<file path="config.mk">
export PLATFORM = sky130hd
export DESIGN_NAME = romb_div
export DESIGN_NICKNAME = d
export VERILOG_FILES = /design/src/rtl/romb_pkg.sv /design/src/rtl/romb_div.sv
export VERILOG_INCLUDE_DIRS = /design/src /design/src/rtl
export SDC_FILE = /design/constraint.sdc
export NUM_CORES = 1
export LEC_CHECK = 0
export BUFFER_PORTS_ARGS = -buffer_cell sky130_fd_sc_hd__buf_4
export CAP_MARGIN = 20
export CELL_PAD_IN_SITES_DETAIL_PLACEMENT = 1
export CELL_PAD_IN_SITES_GLOBAL_PLACEMENT = 2
export CORE_MARGIN = 1.5
export CORE_UTILIZATION = 41
export DETAILED_ROUTE_END_ITERATION = 10
export PLACE_DENSITY = 0.92
export RECOVER_POWER = 25
export SYNTH_ARGS = -nofsm -noshare
export SYNTH_HDL_FRONTEND = slang
export SYNTH_SLANG_ARGS = --single-unit
</file>
<file path="constraint.sdc">
create_clock -name clk -period 7.2 [get_ports clk]
set_input_delay 0 -clock clk [delete_from_list [all_inputs] [get_ports clk]]
set_output_delay 0 -clock clk [all_outputs]
set_load 0.01 [all_outputs]
</file>
<file path="src/rtl/romberg_integrator_defines.svh">
// Assertion macros for the Romberg integrator RTL.
// Expect clk and rst_n in the scope of every use.
`ifndef ROMBERG_INTEGRATOR_DEFINES_SVH
`define ROMBERG_INTEGRATOR_DEFINES_SVH

// Check a property on every clock edge outside reset
`define ROMB_ASSERT(lbl, prop, msg) \
  lbl: assert property (@(posedge clk) disable iff (!rst_n) prop) else $error(msg);

// Check that the consequent holds in the cycle after the antecedent
`define ROMB_ASSERT_NEXT(lbl, ante, cons, msg) \
  `ROMB_ASSERT(lbl, ((ante) |=> (cons)), msg)

`endif

</file>
<file path="src/rtl/romb_pkg.sv">
// Shared types, constants and fixed-point helpers of the Romberg integrator.
// No dependencies.
package romb_pkg;

  localparam int DATA_W          = 32;
  localparam int TOL_W           = 16;
  localparam int ROWS_W          = 4;
  localparam int TBL_W           = 48;
  localparam int SPAN_W          = 33;
  localparam int PSUM_W          = 48;
  localparam int PROD_W          = SPAN_W + PSUM_W;
  localparam int CHUNK_W         = 16;
  localparam int DIV_W           = 64;
  localparam int QB_W            = 6;
  localparam int F_QBITS         = 27;
  localparam int X_QBITS         = 48;
  localparam int DEF_MAX_ROWS    = 10;
  localparam int TOL_RESET       = 7;
  localparam int ROW_LIMIT_RESET = 10;
  localparam int IN_TDATA_W      = 64;
  localparam int OUT_TDATA_W     = 40;

  typedef enum logic [0:0] {
    REG_TOLERANCE = 1'b0,
    REG_ROW_LIMIT = 1'b1
  } cfg_reg_t;

  typedef enum logic [3:0] {
    S_IDLE,
    S_NODE,
    S_SQ,
    S_DIVS,
    S_DIVW,
    S_MUL,
    S_ROUND,
    S_RD0,
    S_RDP,
    S_EXK,
    S_EXD,
    S_EXU,
    S_DONE
  } state_t;

  typedef struct packed {
    logic            start;
    logic [QB_W-1:0] qbits;
  } div_req_t;

  localparam logic signed [TBL_W-1:0] T_MAX = 48'sh7FFF_FFFF_FFFF;
  localparam logic signed [TBL_W-1:0] T_MIN = 48'sh8000_0000_0000;

  function automatic logic signed [TBL_W-1:0] sat48(input logic signed [63:0] v);
    logic signed [TBL_W-1:0] r;
    if (v > 64'sh0000_7FFF_FFFF_FFFF) r = T_MAX;
    else if (v < 64'shFFFF_8000_0000_0000) r = T_MIN;
    else r = v[TBL_W-1:0];
    return r;
  endfunction

  function automatic logic signed [TBL_W-1:0] sat_mag48(input logic neg,
                                                         input logic [63:0] u);
    logic [63:0] nu;
    logic signed [TBL_W-1:0] r;
    nu = -u;
    if (!neg) r = (u > 64'h0000_7FFF_FFFF_FFFF) ? T_MAX : u[TBL_W-1:0];
    else r = (u > 64'h0000_8000_0000_0000) ? T_MIN : nu[TBL_W-1:0];
    return r;
  endfunction

  function automatic logic signed [DATA_W-1:0] sat_mag32(input logic neg,
                                                          input logic [TBL_W-1:0] u);
    logic [TBL_W-1:0] nu;
    logic signed [DATA_W-1:0] r;
    nu = -u;
    if (!neg) r = (u > 48'h0000_7FFF_FFFF) ? 32'sh7FFF_FFFF : u[DATA_W-1:0];
    else r = (u > 48'h0000_8000_0000) ? 32'sh8000_0000 : nu[DATA_W-1:0];
    return r;
  endfunction

endpackage

</file>
<file path="src/rtl/romb_div.sv">
// Radix-2 restoring divider shared by the integrand and the extrapolation.
// Depends on romb_pkg and romberg_integrator_defines.svh.
`include "romberg_integrator_defines.svh"
module romb_div (
  input  logic                             clk,
  input  logic                             rst_n,
  input  romb_pkg::div_req_t               req,
  input  logic [romb_pkg::DIV_W-1:0]       dividend,
  input  logic [romb_pkg::DIV_W-1:0]       divisor,
  output logic                             done,
  output logic [romb_pkg::DIV_W-1:0]       quotient
);
  import romb_pkg::*;

  logic [DIV_W-1:0] rem_r, rem_nxt;
  logic [DIV_W-1:0] sh_r, sh_nxt;
  logic [DIV_W-1:0] q_r, q_nxt;
  logic [DIV_W-1:0] d_r, d_nxt;
  logic [QB_W-1:0]  cnt_r, cnt_nxt;
  logic             busy_r, busy_nxt;
  logic             done_r, done_nxt;
  logic [DIV_W:0]   rem2;
  logic             ge;

  assign rem2 = {rem_r, sh_r[DIV_W-1]};
  assign ge   = (rem2 >= {1'b0, d_r});

  always_comb begin
    rem_nxt  = rem_r;
    sh_nxt   = sh_r;
    q_nxt    = q_r;
    d_nxt    = d_r;
    cnt_nxt  = cnt_r;
    busy_nxt = busy_r;
    done_nxt = 1'b0;
    if (req.start) begin
      rem_nxt  = dividend >> req.qbits;
      sh_nxt   = dividend << (7'(DIV_W) - 7'(req.qbits));
      q_nxt    = '0;
      d_nxt    = divisor;
      cnt_nxt  = req.qbits;
      busy_nxt = 1'b1;
    end else if (busy_r) begin
      rem_nxt = ge ? DIV_W'(rem2 - {1'b0, d_r}) : DIV_W'(rem2);
      sh_nxt  = sh_r << 1;
      q_nxt   = {q_r[DIV_W-2:0], ge};
      cnt_nxt = cnt_r - 1'b1;
      if (cnt_r == QB_W'(1)) begin
        busy_nxt = 1'b0;
        done_nxt = 1'b1;
      end
    end
  end

  always_ff @(posedge clk) begin
    rem_r <= rem_nxt;
    sh_r  <= sh_nxt;
    q_r   <= q_nxt;
    d_r   <= d_nxt;
    cnt_r <= cnt_nxt;
    if (!rst_n) begin
      busy_r <= 1'b0;
      done_r <= 1'b0;
    end else begin
      busy_r <= busy_nxt;
      done_r <= done_nxt;
    end
  end

  assign done     = done_r;
  assign quotient = q_r;

  `ROMB_ASSERT(a_start_idle, (req.start |-> !busy_r), "divider started while busy")
  `ROMB_ASSERT(a_busy_cnt, (busy_r |-> (cnt_r != '0)), "divider busy with no steps left")
  `ROMB_ASSERT_NEXT(a_start_busy, req.start, busy_r, "divider failed to start")

endmodule

</file>
==> impl_results.md, run 1 <==
- Die ar.: 52,990 um^2
- Worst slew margin: 26.02%
- Critical path cell sequence: ha_1 > nand4_1 > or3_1 > nor2_1 > a211oi_2 > nor3_1 > o2111ai_2 > nand2_2 > buf_16 > mux2i_1 > o221ai_1
- Unrepaired setup endpoints after global routing: no
- Worst EP required: 7430 ps
- Vias per cell: 6.003
- Final WS setup: 2375 ps
- Number of DRC markers in iteration 0: between 1,000 and 1,500
- Synth Cell Area: around 21,000 um^2
- Drt wl/cell: approximately 25 um
- Dpl cell area: 23,030 um^2
- Worst-skew pair later-pin latency: around 560 ps
- DRC: 0
- Initial core utilization: 41.34%
- Die W: roughly 230 um
- Pre-Repair DR Iteration Count: 5
- Max-slew violations: 0
- Share of cells above drive strength 1: 13.17%
- Worst EP arrival: 5060 ps
- Post-DP HPWL: 60,740 um
- Maxcap violations: 0
- Synth Register Bits: between 200 and 300
- PD cells: 310.7 nW/um^2
- Antenna cell count: 0
- Worst Max-Slew Pin Slew: 1110 ps
- Most frequent cells in the layout: mux2i_1 (317), nor2_1 (266), o21ai_0 (221), edfxtp_1 (198), nand2_1 (173)
- TritonCTS clock tree: built
- Clock transition at path regs: ~60 ps
- Worst IR Drop VDD: 0.1745 mV
- Max Clk Rate: roughly 210 MHz
- H-tree levels: 2
- Post-route ant nets: 0
- Filler cell count: 5,891
- Pwr Total: between 7 and 8 mW
- Ys flop type: edfxtp_1
- Yosys cell types: between 80 and 90
- I/O pin total: between 200 and 250
- Root Driver: clkbuf_16
- Post-CTS setup buffer count: 0
- Hold Path Class: in2reg
- First-pass GRT wire length: ~120,000 um
- CP max stage delay: 660 ps
- RePlAce Congestion: 0.9680
- Antenna violations before repair: 4
- Avg Cell Area, Syn: 8.960 um^2
- P_leak: 10.18 nW
- Seq/Total Area, Yosys: 34.34%
- Post-synth EDFFs: 198
- Grt total ovfl: 0
- Crit Path Max Fanout: 21
- Final setup violation count: 0
- Total negative setup slack: 0 ps
- Ys async rst share: 0%
- Cell Count, Final, Fillers Out: 3,216
- Crit. End Element: register
- Core Footprint: ~50,000 um^2
- Row count: 83
- Design Area, Final: 24,600 um^2
- Final period demand of the worst path: slightly below 5000 ps
- DIE HEIGHT: 230.2 um
- Port Buffer Count: roughly 200
- Placed insts: slightly above 3,000
- Most common cell after layout, fill and taps aside: mux2i_1
- Status: complete, but fails checks
- Synth Instances: around 2,400
- Area grow syn2layout: 16.23%
- Resize count post-CTS: 0
- Final core utilization: slightly below 50%
- Vias in the first global route: 19,840
- Final #Nets: 2,719
- Syn Nets: approximately 2,600
- Drt total wl: 79,330 um
- Smallest hold slack: -4.937 ps
- Fin Clk Skew: about 18 ps
- Final hold viol count: 1
- Crit Path Category: reg2reg
- Via Count: 19,310
- GRT Total Usage: around 29%
- Largest net degree at the start of global routing: approximately 110
- Synthesis warning total: 0
- Pre-CTS WS: roughly 2300 ps
- Max Root-Sink Buffers: 3
- Failing checks: negative hold slack
- CTS buffer count: 34
- Fin crit share: between 60% and 70%
- Critical Path Source Type: register
- Slowest CP cell: nor3_1
- Clk sinks: 264
## per-layer routing
metal / part of all wire [%] / up-vias / track usage (%) / wire length [um]
li1: - / 9018 / - / -
met1: 42 / 9511 / 35.65 / 33030
met2: 49 / 595 / 50.46 / 38640
met3: 4.8 / 175 / 4.563 / 3793
met4: 4.8 / 8 / 13.24 / 3816
met5: 0.072 / - / 0 / 57
## cells by family after synthesis
logic type | count (synthesis) | synth area share (%)
adders and majority gates | 68 | 4.056
muxes | 398 | 20.31
buffers and inverters | 269 | 5.126
DFF | 264 | 34.34
xor gates and xnor gates | 64 | 2.649
AOI/OAI and AO/OA | 661 | 20.01
and+or+nand+nor | 638 | 13.51
## final timing paths
check                            start                        end  slack (ps)  depth (start not counted)
min                       dividend[63]        rem_r[63]$_DFFE_PP_          -5                          5
min reg2reg  quotient[63]$_SDFFE_PP0P_  quotient[63]$_SDFFE_PP0P_         500                          2
max reg2reg        rem_r[18]$_DFFE_PP_        rem_r[28]$_DFFE_PP_        2380                         11
max                rem_r[18]$_DFFE_PP_        rem_r[28]$_DFFE_PP_        2380                         11
## layout make-up
| class | instances | area (um^2) | area share, % |
|---|---|---|---|
| Clock buffer | 50 | 965.9 | 3.927 |
| Clock inverter | 8 | 107.6 | 0.4374 |
| Inverter | 97 | 365.4 | 1.485 |
| Multi-Input combinational cell | 1829 | 12890 | 52.40 |
| Sequential cell | 264 | 7271 | 29.56 |
| Tap cell | 680 | 850.8 | 3.459 |
| Timing Repair Buffer | 288 | 2150 | 8.739 |
## where the power goes
group | total (mW) | switching, mW | internal (mW)
Sequential | 2.15 | 0.158 | 1.99
Clock | 1.67 | 0.697 | 0.977
Combinational | 3.82 | 2.37 | 1.45
## registers in the layout, summed over array words and instances, names as in the netlist
signal	count
busy_r	1
done	1
cnt_r	6
d_r	64
sh_r	64
rem_r	64
quotient	64
## synth_stat cells, types with 38 or more instances
cell type	count	share of area (%)
a21oi_1	133	3.1
mux2i_1	317	15
clkbuf_1	95	1.7
nand2_1	173	3.1
nand2b_1	60	1.8
xnor2_1	38	1.6
nor2_1	267	4.7
a21o_1	44	1.6
edfxtp_1	198	28
ha_1	67	4.0
dfxtp_1	66	6.2
inv_1	95	1.7
buf_1	40	0.71
o21ai_0	221	5.2
mux2_2	60	3.2
## what timing repair did
item / 4_1_cts / 5_1_grt
hold buffers: 66 / 0
hold endpoints to repair: 84 / 0
setup endpoints to repair: 0 / 0
## worst max-delay path, delay by kind of cell (launching register included)
family	cells	cell delay (ps)
flip-flops	1	420
adder cells (fa/ha/maj)	1	490
multiplexers	1	390
AO/OA/AOI/OAI	3	800
AND/OR/NAND/NOR	5	2110
buffers and inverters	1	260
Note: power is estimated with default switching activity, not from simulation.
==> run 2, diff against run 1 <==
--- a/config.mk
+++ b/config.mk
@@ -11,9 +11,9 @@
 export CELL_PAD_IN_SITES_DETAIL_PLACEMENT = 1
 export CELL_PAD_IN_SITES_GLOBAL_PLACEMENT = 2
 export CORE_MARGIN = 1.5
-export CORE_UTILIZATION = 41
+export CORE_UTILIZATION = 38
 export DETAILED_ROUTE_END_ITERATION = 10
-export PLACE_DENSITY = 0.92
+export PLACE_DENSITY = 0.87
 export RECOVER_POWER = 25
 export SYNTH_ARGS = -nofsm -noshare
 export SYNTH_HDL_FRONTEND = slang
==> constraint.sdc (replaced) <==
create_clock -name clk -period 4.78 [get_ports clk]
set_input_delay 0 -clock clk [delete_from_list [all_inputs] [get_ports clk]]
set_output_delay 0 -clock clk [all_outputs]
set_load 0.01 [all_outputs]
==> run 2 against run 1 <==
Compared with the run above:
- the run now ends clean
- hold slack better by 110 ps
- register-to-register slack worse by 1900 ps
- total power up 52%
- largest power group unchanged
- largest cell class unchanged
==> impl_results.md, run 2 (synthesis gave the netlist of run 1 again) <==
- Fin crit share: 89.90% (+23 points)
- First-pass GRT wire length: 120,000 um (+0.12%)
- Fin Clk Skew: 18.81 ps (+1.261 ps)
- H-tree levels: 2 (unchanged)
- Pre-Repair DR Iteration Count: 5 (unchanged)
- PD cells: 467.4 nW/um^2 (+50%)
- Post-CTS setup buffer count: 0 (unchanged)
- Worst Max-Slew Pin Slew: 1092 ps (-17.93 ps)
- Port Buffer Count: 201 (unchanged)
- Worst-skew pair later-pin latency: 560 ps (about the same)
- Initial core utilization: 38.42% (-2.9 points)
- Final hold viol count: 0 (-1)
- Most frequent cells in the layout: mux2i_1 (317), nor2_1 (266), o21ai_0 (221), edfxtp_1 (198), nand2_1 (173)
- DRC: 0 (unchanged)
- Post-route ant nets: 0 (unchanged)
- Critical Path Source Type: register
- Max-slew violations: 0 (unchanged)
- P_leak: 10.29 nW (+1.0%)
- Die W: 239.0 um (+3.8%)
- Share of cells above drive strength 1: 13.82% (+0.65 points)
- Crit. End Element: register
- Drt wl/cell: 24.07 um (-2.4%)
- Die ar.: 57,120 um^2 (+7.8%)
- Drt total wl: 79,500 um (+0.21%)
- CP max stage delay: 620 ps (-40 ps)
- Final core utilization: 45.11% (-2.9 points)
- Clock transition at path regs: 70 ps (about the same)
- Worst EP arrival: 4570 ps (-490 ps)
- Worst EP required: 5060 ps (-2370 ps)
- Antenna violations before repair: 5 (+1)
- Maxcap violations: 0 (unchanged)
- Cell Count, Final, Fillers Out: 3,303 (+2.7%)
- Filler cell count: 6,407 (+8.8%)
- Post-DP HPWL: 61,610 um (+1.4%)
- Area occupied by multi-input gates: 12,890 um^2 (unchanged)
- Unrepaired setup endpoints after global routing: no
- Total area of sequential cells: 7271 um^2 (unchanged)
- Vias per cell: 5.882 (-2.0%)
- Dpl cell area: 23,310 um^2 (+1.2%)
- Hold Path Class: in2reg
- Worst IR Drop VDD: 0.2895 mV (+66%)
- Final #Nets: 2,735 (+0.59%)
- Resize count post-CTS: 0 (unchanged)
- TritonCTS clock tree: built
- Final period demand of the worst path: 4297 ps (-527.6 ps)
- Area grow syn2layout: 17.42%
- Design Area, Final: 24,850 um^2 (+1.0%)
- Status: completed
- Slowest CP cell: nor2_2
- Core Footprint: 55,090 um^2 (+7.6%)
- Row count: 86 (+3.6%)
- Smallest hold slack: 104.1 ps (+109.0 ps)
- Crit Path Category: reg2reg
- I/O pin total: 202 (unchanged)
- Most frequent CP cell: mux2i_1
- CTS buffer count: 34 (unchanged)
- Crit Path Max Fanout: 19 (-9.5%)
- Grt total ovfl: 0 (unchanged)
- Critical path cell sequence: ha_1 > nor2b_1 > o21ba_2 > o2111ai_1 > nand3_1 > a211oi_2 > nor3_1 > o2111a_1 > nor2_2 > buf_12 > mux2i_1 > mux2i_1
- Placed insts: 3,175 (+2.8%)
- DIE HEIGHT: 239.0 um (+3.8%)
- RePlAce Congestion: 0.9697 (+0.18%)
- Final setup violation count: 0 (unchanged)
- Max Clk Rate: 232.7 MHz (+12%)
- Max Root-Sink Buffers: 3 (unchanged)
- Clk sinks: 264 (unchanged)
- Worst slew margin: 27.22% (+1.2 points)
- Largest net degree at the start of global routing: 187 (+65%)
- Vias in the first global route: 19,850 (+0.060%)
- Most common cell after layout, fill and taps aside: mux2i_1
- Number of DRC markers in iteration 0: 1,353 (-7.2%)
- Total negative setup slack: 0 ps (unchanged)
- GRT Total Usage: 27.30% (-1.9 points)
- Via Count: 19,430 (+0.62%)
- Root Driver: clkbuf_16
## run 2: changes by cell type in the layout (fill, tap and decap cells not counted), sizes merged
cell / change
clkinv: +8
buf: +20
dlygate4sd3: +1
diode: +1
clkbuf: -11
## run 2: per-stage QoR
stage / power (mW) / worst slack, ps
6_report: 11.62 / 482.8
5_1_grt: 12.22 / 252.1
4_1_cts: 11.61 / 556.2
3_5_place_dp: 8.942 / 580.6
3_3_place_gp: 8.768 / 658.4
2_1_floorplan: 7.221 / 1333
## run 2: area by class of cell
| type | instances | share of cell area, % |
|---|---|---|
| multi-input combinational | 1829 | 51.86 |
| sequential | 264 | 29.26 |
| timing repair buffer | 304 | 9.219 |
| clock buffer | 44 | 3.831 |
| tap | 748 | 3.766 |
| inverter | 97 | 1.470 |
| clock inverter | 16 | 0.5840 |
| antenna | 1 | 0.01007 |
## run 2: worst max-delay path, delay by kind of cell (launching register included)
| kind | cells | cell delay, ps |
|---|---|---|
| AOI/OAI and AO/OA | 4 | 1390 |
| adders and majority gates | 1 | 370 |
| buffers and inverters | 1 | 270 |
| DFF | 1 | 470 |
| muxes | 2 | 300 |
| and+or+nand+nor | 4 | 1200 |
## run 2: repair_timing
item                       CTS  global route
hold endpoints to repair    87             0
setup endpoints to repair    0             0
hold buffers                67             0
## run 2: path summary, 6_finish.rpt
| check | startpoint | end | slack (ps) | cells after the start |
|---|---|---|---|---|
| max | rem_r[0]$_DFFE_PP_ | rem_r[1]$_DFFE_PP_ | 480 | 12 |
| min | req[2] | cnt_r[2]$_DFFE_PP_ | 100 | 3 |
| max reg2reg | rem_r[0]$_DFFE_PP_ | rem_r[1]$_DFFE_PP_ | 480 | 12 |
| min reg2reg | quotient[63]$_SDFFE_PP0P_ | quotient[63]$_SDFFE_PP0P_ | 500 | 2 |
## run 2: power breakdown
group | internal [mW] | leakage, nW | switching (mW) | total [mW]
combinational | 2.23 | 7.19 | 3.60 | 5.83
clock | 1.48 | 0.547 | 1.08 | 2.56
sequential | 2.99 | 2.55 | 0.233 | 3.23
## run 2: per-layer routing
metal	part of all wire, %	vias up	global-route usage [%]
met5	0.059	-	0
met3	4.8	177	3.522
li1	-	9049	-
met1	43	9588	34.55
met4	4.4	8	11.76
met2	48	605	46.56
